File: config.mk
export PLATFORM = sky130hd
export DESIGN_NAME = qze_angle
export DESIGN_NICKNAME = d
export VERILOG_FILES = /design/src/sv/qze_pkg.sv /design/src/sv/qze_angle.sv
export SDC_FILE = /design/constraint.sdc
export NUM_CORES = 1
export LEC_CHECK = 0
export BUFFER_PORTS_ARGS = -buffer_cell sky130_fd_sc_hd__buf_2
export CELL_PAD_IN_SITES_DETAIL_PLACEMENT = 1
export CELL_PAD_IN_SITES_GLOBAL_PLACEMENT = 1
export CORE_ASPECT_RATIO = 0.7
export CORE_MARGIN = 1.5
export CORE_UTILIZATION = 45
export CTS_BUF_LIST = sky130_fd_sc_hd__clkbuf_8
export CTS_CLUSTER_DIAMETER = 120
export DETAILED_ROUTE_END_ITERATION = 10
export GPL_TIMING_DRIVEN = 1
export PLACE_DENSITY_LB_ADDON = 0.05
export SLEW_MARGIN = 20
export SYNTH_ARGS = -nofsm -noshare
export SYNTH_HDL_FRONTEND = slang
export SYNTH_SLANG_ARGS = --single-unit
export TNS_END_PERCENT = 10
File: constraint.sdc
create_clock -name clk -period 6.62 [get_ports clk]
set_clock_uncertainty 0.05 [all_clocks]
set_input_delay 1.986 -clock clk [delete_from_list [all_inputs] [get_ports clk]]
set_output_delay 1.986 -clock clk [all_outputs]
set_load 0.02 [all_outputs]
File: src/sv/qze_pkg.sv
// Shared constants for the quaternion to ZYX Euler angle pipeline.
// Holds fixed-point widths, stage counts and the CORDIC arctangent table.
// No dependencies.
package qze_pkg;

  // products of two quaternion components carry 28 fraction bits
  localparam int NORM_FRAC = 28;
  localparam int NW        = 34;   // normalized product width
  localparam int TW        = 36;   // term width (t1..t5)
  localparam int CLW       = 30;   // clamped asin argument width
  localparam int RADW      = 58;   // square root radicand width (even)
  localparam int SQ_STEPS  = RADW / 2;
  localparam int RW        = 29;   // root width
  localparam int REM_W     = 32;   // square root remainder width
  localparam int CW        = 38;   // CORDIC x/y width
  localparam int ZW        = 34;   // CORDIC angle width, 2^32 = full turn

  localparam int TERMS_LAT = 5;
  localparam int OUT_LAT   = 3;

  localparam logic [31:0] PI_Q30 = 32'hC90FDAA2;

  // atan(2^-i) in binary angle units
  localparam logic [31:0] ATAN_TAB [32] = '{
    32'h20000000, 32'h12E4051E, 32'h09FB385B, 32'h051111D4,
    32'h028B0D43, 32'h0145D7E1, 32'h00A2F61E, 32'h00517C55,
    32'h0028BE53, 32'h00145F2F, 32'h000A2F98, 32'h000517CC,
    32'h00028BE6, 32'h000145F3, 32'h0000A2FA, 32'h0000517D,
    32'h000028BE, 32'h0000145F, 32'h00000A30, 32'h00000518,
    32'h0000028C, 32'h00000146, 32'h000000A3, 32'h00000051,
    32'h00000029, 32'h00000014, 32'h0000000A, 32'h00000005,
    32'h00000003, 32'h00000001, 32'h00000001, 32'h00000000
  };

endpackage

File: src/sv/qze_angle.sv
// Scales a binary angle to radians (times pi), rounds and saturates.
// Three register stages. Depends on qze_pkg.
module qze_angle import qze_pkg::*; #(
  parameter int AW = 16
) (
  input  logic                 clk,
  input  logic                 en,
  input  logic signed [ZW-1:0] z,
  output logic [AW-1:0]        angle
);

  localparam int SH = 61 - (AW - 3);
  localparam logic [64:0] MAXV = (65'(1) << (AW - 1)) - 65'(1);

  logic        neg1, neg2;
  logic [31:0] mag;
  logic [63:0] prod;
  logic [64:0] r;

  assign r = (65'(prod) + (65'(1) << (SH - 1))) >> SH;

  always_ff @(posedge clk) begin
    if (en) begin
      // stage 1: sign and magnitude
      neg1 <= z < 0;
      mag  <= (z < 0) ? 32'(-z) : 32'(z);
      // stage 2: times pi
      neg2 <= neg1;
      prod <= 64'(mag) * 64'(PI_Q30);
      // stage 3: round half away from zero and saturate
      if (neg2) begin
        angle <= (r > MAXV + 65'(1)) ? AW'(65'(0) - MAXV - 65'(1)) : AW'(65'(0) - r);
      end else begin
        angle <= (r > MAXV) ? AW'(MAXV) : AW'(r);
      end
    end
  end

endmodule

==> flow_summary.json <==
{
  "rsz0062_at_grt": "yes",
  "yosys-top-cells-area": "fa_1, ha_1, inv_1",
  "layout-drive-gt1-share_pct": 23.8,
  "synth_cells": 1817,
  "synth-seq-cells": 67,
  "synth_warnings": 0,
  "yosysTopAreaCell": "fa_1",
  "min_path_type": "flop to flop",
  "grt_pass1_vias": 15400,
  "synth_edf_count": 67,
  "avgRoutedWirePerCell_um": 21.4,
  "synthArstFlopShare_pct": 0,
  "num_antenna_cells": 0,
  "track_usage_pct": 28.0,
  "syn-num-nets": 2579,
  "hold_viol_final": 0,
  "dr.pass1.iters": 4,
  "netlist.area_leader.share_pct": 37.2,
  "synth_seq_area_share_pct": 10.7,
  "period_needed_ns": 7.11,
  "relSlewSlack_pct": 35.7,
  "insertion_delay_ns": 0.40,
  "maxCapViolCount": 0,
  "syn_area_sq_um": 18700,
  "tritoncts": "done",
  "die_w_um": 247,
  "die-area_sq_um": 42800,
  "dr_total_vias": 13600,
  "initial_core_util_pct": 45.6,
  "crit_path_max_fanout": 6,
  "fmax_mhz": 141,
  "port_buffers": 50,
  "final_antenna_net_count": 0,
  "cts_hold_buf": 0,
  "maxSlewViolCount": 0,
  "grt_max_degree": 68,
  "grt_pass1_wl_mm": 88.9,
  "outcome": "complete, but fails checks",
  "cts.sinks": 67,
  "cp.arrival_ns": 7.20,
  "area_growth_pct": 23.0,
  "tns_ns": -3.75,
  "drt_drc_violations_left": 0,
  "rows": 62,
  "fill_cells": 4486,
  "drt_iter0_drc": 594,
  "timing.final.crit_share_pct": 107,
  "place.gp.congestion": 0.950,
  "yosysUniqueCellTypes": 60,
  "nNetsFinal": 2888,
  "avgSynthCellArea_sq_um": 10.3,
  "regArea_sq_um": 2010,
  "antenna_found_initial": 1,
  "core_area_sq_um": 41000,
  "dp_hpwl_mm": 50.6,
  "totalWireLength_mm": 57.3,
  "worstSetupPathType": "flop to flop",
  "h-tree-depth": 3,
  "clockBufferDepth": 2,
  "synth_flop_cell": "edfxtp_1",
  "die_y_um": 174,
  "clk_pin_slew_worst_paths_ns": 0.09,
  "setup_viol": 15,
  "io_pins": 52,
  "multi_input_area_sq_um": 15500,
  "grt_remaining_overflow": 0,
  "cp.required_ns": 6.72,
  "startpoint_type": "flop",
  "tightest_slew_ns": 0.964,
  "cts_buffers": 9,
  "fin_ws_ns": -0.487,
  "violations": "setup timing",
  "viasPerCell": 5.09,
  "crit_path_end_kind": "flop",
  "cts_root_buffer": "clkbuf_8"
}
## registers in the layout, summed over array words and instances, names as in the netlist
name / flops
angle: 16
mag: 32
neg1: 1
neg2: 1
prod: 17
## layer usage
layer  wire length [um]  vias up  track usage [%]
met5                  0        -                0
met4                577        0             3.51
met3               4690       28             8.90
met2              22600      308             38.1
met1              29500     6967             44.0
li1                   -     6303                -
## synth_stat cells, types with 3 or more instances
library cell and instances:
a21oi_1 49, clkbuf_1 7, o21ai_1 5, inv_1 581
and3_1 8, o41ai_1 7, a211oi_1 6, nor4_1 3
nand3_1 20, and2_1 5, or3_1 5, nor2b_1 7
xor2_1 15, a21o_1 13, a311oi_1 7, and4_1 3
a31oi_1 3, or4_1 3, o21ai_0 33, o31ai_1 11
nand4_1 18, o21a_1 5, fa_1 348, nand2_1 52
xnor2_1 69, or4_4 3, buf_2 5, nor3_1 9
edfxtp_1 67, o211ai_1 4, ha_1 378, nor2_1 28
nand2b_1 7
## area by class of cell
cell class | instances | area share (%)
Clock buffer | 9 | 0.538
Multi-Input combinational cell | 1156 | 67.4
Inverter | 581 | 9.52
Clock inverter | 7 | 0.353
Timing Repair Buffer | 311 | 10.5
Sequential cell | 67 | 8.74
Tap cell | 544 | 2.96
## what timing repair did
| action | CTS | global route |
|---|---|---|
| gates cloned | 0 | 0 |
| setup endpoints to repair | 16 | 16 |
| pin swaps | 115 | 53 |
| hold endpoints to repair | 0 | 0 |
| resized for setup | 152 | 50 |
| buffers inserted | 23 | 12 |
## path summary, 6_finish.rpt
kind	from	endpoint	slack, ns	cells after the start
worst max-delay path	mag[14]	prod[62]	-0.49	26
worst min-delay path	neg1	neg2	0.58	0
worst max register to register	mag[14]	prod[62]	-0.49	26
worst min register to register	neg1	neg2	0.58	0
## stage by stage
stage	setup slack (ns)	hold WS, ns	cells	area [sq um]	utilization [%]
2_1_floorplan	0.0274	0.350	1817	18700	-
3_3_place_gp	-0.836	0.530	2626	21400	52.2
3_5_place_dp	-0.882	0.543	2626	21400	52.2
4_1_cts	-0.477	0.577	2664	22600	55.1
5_1_grt	-0.699	0.581	2675	23000	56.1
6_report	-0.487	0.578	2675	23000	56.1
## kinds of logic (layout without fill, tap and decap cells)
kind of cell | after synthesis | after routing | share of synthesized area, %
adders and majority gates | 726 | 726 | 62.5
buffers and inverters | 594 | 908 | 12.0
and+or+nand+nor | 182 | 182 | 5.17
AOI/OAI and AO/OA | 163 | 163 | 5.65
xor gates and xnor gates | 84 | 84 | 3.93
DFF | 67 | 67 | 10.7
muxes | 1 | 1 | 0.0535
## placed cells by master, fill, tap and decap left out, types with 44 or more instances in the layout
master / count
buf_2: 50
a21oi_1: 45
xnor2_1: 68
fa_1: 304
fa_2: 44
ha_1: 320
edfxtp_1: 67
ha_4: 53
nand2_1: 51
buf_4: 234
inv_1: 554
## worst max-delay path, cell delays in order (launching register included)
cell and delay [ns]:
edfxtp_1 0.37, buf_4 0.19, ha_4 0.27, inv_1 0.05, fa_1 0.50, inv_1 0.07, fa_1 0.51, inv_1 0.06
fa_1 0.53, inv_1 0.08, fa_1 0.56, fa_1 0.46, fa_1 0.60, ha_4 0.22, ha_4 0.26, and4_4 0.21
and3_4 0.18, a32oi_1 0.16, nand2_1 0.12, a31oi_4 0.19, a21oi_2 0.07, buf_4 0.15, o211ai_1 0.32, a21oi_1 0.14
buf_4 0.18, o211ai_1 0.21, o311ai_2 0.12
Power is left out: the tool's default activity adds up to more than one toggle a clock period on the data nets, which glitch-free logic cannot reach.
