<file path="config.mk">
export PLATFORM = sky130hd
export DESIGN_NAME = qze_sqrt
export DESIGN_NICKNAME = d
export VERILOG_FILES = /design/src/sv/qze_pkg.sv /design/src/sv/qze_sqrt.sv
export SDC_FILE = /design/constraint.sdc
export NUM_CORES = 2
export LEC_CHECK = 0
export BUFFER_PORTS_ARGS = -buffer_cell sky130_fd_sc_hd__buf_4
export CORE_MARGIN = 2
export CORE_UTILIZATION = 41
export CTS_CLUSTER_DIAMETER = 100
export DETAILED_ROUTE_END_ITERATION = 12
export HOLD_SLACK_MARGIN = 0.06
export PLACE_DENSITY = 0.64
export SLEW_MARGIN = 30
export SYNTH_ARGS = -nofsm -noshare
export SYNTH_HDL_FRONTEND = slang
export SYNTH_SLANG_ARGS = --single-unit
</file>
<file path="constraint.sdc">
create_clock -name clk -period 6.4 [get_ports clk]
set_input_delay 0.32 -clock clk [delete_from_list [all_inputs] [get_ports clk]]
set_output_delay 0.32 -clock clk [all_outputs]
set_load 0.05 [all_outputs]
</file>
<file path="src/sv/qze_pkg.sv">
// Shared constants for the quaternion to ZYX Euler angle pipeline.
// Holds fixed-point widths, stage counts and the CORDIC arctangent table.
// No dependencies.
package qze_pkg;

  // products of two quaternion components carry 28 fraction bits
  localparam int NORM_FRAC = 28;
  localparam int NW        = 34;   // normalized product width
  localparam int TW        = 36;   // term width (t1..t5)
  localparam int CLW       = 30;   // clamped asin argument width
  localparam int RADW      = 58;   // square root radicand width (even)
  localparam int SQ_STEPS  = RADW / 2;
  localparam int RW        = 29;   // root width
  localparam int REM_W     = 32;   // square root remainder width
  localparam int CW        = 38;   // CORDIC x/y width
  localparam int ZW        = 34;   // CORDIC angle width, 2^32 = full turn

  localparam int TERMS_LAT = 5;
  localparam int OUT_LAT   = 3;

  localparam logic [31:0] PI_Q30 = 32'hC90FDAA2;

  // atan(2^-i) in binary angle units
  localparam logic [31:0] ATAN_TAB [32] = '{
    32'h20000000, 32'h12E4051E, 32'h09FB385B, 32'h051111D4,
    32'h028B0D43, 32'h0145D7E1, 32'h00A2F61E, 32'h00517C55,
    32'h0028BE53, 32'h00145F2F, 32'h000A2F98, 32'h000517CC,
    32'h00028BE6, 32'h000145F3, 32'h0000A2FA, 32'h0000517D,
    32'h000028BE, 32'h0000145F, 32'h00000A30, 32'h00000518,
    32'h0000028C, 32'h00000146, 32'h000000A3, 32'h00000051,
    32'h00000029, 32'h00000014, 32'h0000000A, 32'h00000005,
    32'h00000003, 32'h00000001, 32'h00000001, 32'h00000000
  };

endpackage

</file>
<file path="src/sv/qze_sqrt.sv">
// Pipelined floor integer square root, one result bit per stage.
// Carries side data alongside. Depends on qze_pkg.
module qze_sqrt import qze_pkg::*; #(
  parameter int SIDE_W = 8
) (
  input  logic              clk,
  input  logic              en,
  input  logic [RADW-1:0]   rad_in,
  input  logic [SIDE_W-1:0] side_in,
  output logic [RW-1:0]     root_out,
  output logic [SIDE_W-1:0] side_out
);

  logic [REM_W-1:0]  rem  [SQ_STEPS+1];
  logic [RW-1:0]     root [SQ_STEPS+1];
  logic [RADW-1:0]   rad  [SQ_STEPS+1];
  logic [SIDE_W-1:0] side [SQ_STEPS+1];

  assign rem[0]  = '0;
  assign root[0] = '0;
  assign rad[0]  = rad_in;
  assign side[0] = side_in;

  for (genvar k = 0; k < SQ_STEPS; k++) begin : g_st
    logic [REM_W-1:0] rem_sh, trial;
    assign rem_sh = {rem[k][REM_W-3:0], rad[k][RADW-1 -: 2]};
    assign trial  = REM_W'({root[k], 2'b01});

    // restoring step: try to set the next root bit
    always_ff @(posedge clk) begin
      if (en) begin
        if (rem_sh >= trial) begin
          rem[k+1]  <= rem_sh - trial;
          root[k+1] <= {root[k][RW-2:0], 1'b1};
        end else begin
          rem[k+1]  <= rem_sh;
          root[k+1] <= {root[k][RW-2:0], 1'b0};
        end
        rad[k+1]  <= rad[k] << 2;
        side[k+1] <= side[k];
      end
    end
  end

  assign root_out = root[SQ_STEPS];
  assign side_out = side[SQ_STEPS];

endmodule

</file>
==> qor.txt <==
WP data arrival: 4.76 ns
Sink count of the clock tree: 2277
Worst hold start: rad_in[32]
Die X: 504 um
Chip Height: 504 um
Final Hold Fails: 0
Starting Density: 41.2%
Buffers on Ports: 104
Routed Antenna Nets: 0
Vias in the first global route: 58800
Final Non-Filler Cells: 11500
Synth Warn #: 0
CTS buffer count: 240
Clock Skews: 0.0509 ns
CTS hold repair buffers: 72
Slew HR: 20.5%
CP Class: register to register
Leak Pwr: 0.0437 uW
Crit Path Max Fanout: 37
CP required: 6.98 ns
Synthesized area: 0.102 mm^2
VDD IR max: 0.272 mV
Fill cell count: 21700
Synth Area in XOR/XNOR: 5.62%
Worst hold margin: 0.164 ns
Core ar.: 0.249 mm^2
Post-CTS Setup Repair Bufs: 0
IO Count: 105
Layout cell share with drive strength beyond 1: 7.82%
Period minus WS final: 4.18 ns
MaxCap Viol Count: 0
Post-detail-place hpwl: 136000 um
# DRC: 0
Post-CTS resize count: 0
Routed wire length: 197000 um
Period Utilization, post-route: 65.3%
Via Count: 59200
Synth area leader: edfxtp_1
Post-Route Setup TNS: 0 ns
Core Rows: 183
EDFF count, synth: 2277
Synth Area in Simple Gates: 9.17%
Synth Register Bits: 2277
Post-synth ARST share: 0%
Setup crit end kind: register
Critical Path Start Type: register
Most area-consuming cells after synthesis: edfxtp_1 (67%), ha_1 (5.7%), xnor2_1 (2.9%), xor2_1 (2.7%), a21oi_1 (2.5%)
Primary FF master, synth: edfxtp_1
Power Density: 355 mW/mm^2
Max Slew Vio Count: 0
Gr usage total: 15.1%
Top cell type's share of synthesized area: 66.7%
Final Net Count: 8482
Syn avg cell area: 13.4 um^2
Total congestion overflow: 0
H-Tree Depth: 4
RR Startpoint: g_st[19].trial[5]
Antenna violations before repair: 1
Finish-stage setup viols: 0
Post-synthesis compound-gate area fraction: 9.16%
DR vias/cell: 5.16
Die ar.: 0.254 mm^2
Hold/Removal Path Class: primary input to register
Fmax: 0.239 GHz
CTS Root Cell: clkbuf_16
Post-synthesis sequential area ratio: 66.7%
Critical Path, Cell by Cell: inv_1 -> ha_1 -> nand4_1 -> a211oi_1 -> o311ai_1 -> a2111oi_0 -> or3_1 -> buf_4 -> mux2_2
Placed Cells: 11000
Worst Tran Pin Value: 1.16 ns
Count of cell types in the netlist: 95
Clock-pin slew on the worst setup and hold paths: 0.06 ns
Clock buffer depth: 3
CP startpoint: g_st[19].trial[5]
GPL Wtd Cong: 0.892
Drt first pass iters: 6
Outcome: finished, final reports clean
Mux contribution to synthesized area: 0.840%
CP max stage delay: 0.71 ns
First-pass GRT wire length: 313000 um
Post-Syn Nets: 8179
WL/cell: 17.2 um
Main combinational cell family by area after synthesis: simple AND/OR/NAND/NOR gates
Syn Inst Count: 7645
Area Growth Syn to Fin: 13.2%
RSZ-0062 raised after global routing: false
# diodes: 0
TritonCTS clock tree: done
Post-Synth Adder-Cell Area: 5.69%
Clk Latency, worst-skew pair: 0.88 ns
Cell at the slowest stage of the critical path: a2111oi_0
Largest net degree at the start of global routing: 190
Initial DRC count: 4696
## Yosys cell counts, types with 28 or more instances
cell,number
and2_1,28
xnor2_1,340
o21ai_0,368
or2_2,28
and3_1,52
nand2b_1,80
edfxtp_1,2277
o21a_1,87
nand2_1,501
nor3_1,170
o21bai_1,44
mux2_2,64
or3_1,86
o211ai_1,31
inv_1,588
or4_1,39
nand4_1,81
nor2_1,469
nor2b_1,73
a21oi_1,502
o31ai_1,33
clkbuf_1,114
ha_1,466
a31oi_1,35
a21o_1,179
nand3_1,116
nor4_1,97
xor2_1,318
a211oi_1,40
## state kept, by name (all words and copies together) (netlist names)
name,count
g_st.rem_sh,854
g_st.trial,406
rad,756
root_out,29
side,224
side_out,8
## final timing paths
path / to / slack, ns / cells after the start
worst max register to register: g_st[20].rem_sh[12] / 2.22 / 9
worst min register to register: g_st[12].rem_sh[1] / 0.40 / 0
worst max-delay path: g_st[20].rem_sh[12] / 2.22 / 9
worst min-delay path: rad[1658] / 0.16 / 2
## per-layer routing
layer	vias up	GRT usage [%]	wire, um
li1	29000	-	-
met1	28500	19.9	87400
met2	1340	24.6	92600
met3	427	2.45	8600
met4	0	6.68	8400
met5	-	0	0
## cell type report
cell class,instances,area (um^2),area share (%)
clock inverters,169,1740,1.50
inverters,590,2210,1.91
repair buffers,220,2030,1.75
flip-flops and latches,2277,68400,59.0
multi-input cells,4619,31300,27.0
clock buffers,272,6130,5.28
well taps,3330,4170,3.59
## cell families after synthesis
kind of cell,after synthesis
DFF,2277
and+or+nand+nor,1906
AOI/OAI and AO/OA,1510
buffers and inverters,749
xor gates and xnor gates,658
adders and majority gates,466
muxes,78
other,1
## layout by cell type (no fill, tap or decap), drive strengths merged, types with 33 or more instances in the layout
cell type    synthesis  routed
buf                 45     148
dlygate4sd3          0      72
clkbuf             114     272
inv                589     594
xnor2              340     340
nor4               100     100
clkinv               1     125
o31ai               33      33
edfxtp            2277    2277
or4                 40      40
nor2               469     469
nor3               170     170
nand2              503     503
nand3              116     116
o21a                87      87
nand2b              80      80
or3                 88      88
o21ai              372     372
ha                 466     466
a31oi               35      35
and3                52      52
xor2               318     318
o21bai              44      44
a21oi              502     502
mux2                64      64
nor2b               73      73
a211oi              42      42
nand4               81      81
a21o               179     179
## metrics by stage
| step | utilization (%) | power [uW] | instance area, um^2 | worst slack [ns] |
|---|---|---|---|---|
| after global routing | 46.6 | 43400 | 116000 | 2.05 |
| after floorplan | - | 25300 | 102000 | 3.22 |
| after detailed placement | 43.2 | 27800 | 107000 | 2.28 |
| after CTS | 46.6 | 41700 | 116000 | 2.27 |
| after global placement | 43.2 | 27600 | 107000 | 2.01 |
| final | 46.6 | 41200 | 116000 | 2.22 |
## critical path: cells and delay by family (launching register included)
family / cells / cell delay (ns)
compound gates: 3 / 1.60
fa+ha+maj: 1 / 0.38
flops: 1 / 0.40
buf+inv: 2 / 0.43
mux: 1 / 0.39
simple gates: 2 / 0.66
## report_power, final
group / switching, uW / internal, uW
Combinational: 4530 / 3230
Sequential: 1070 / 18700
Clock: 5800 / 7880
No activity file was read; power rests on OpenSTA's default activity.
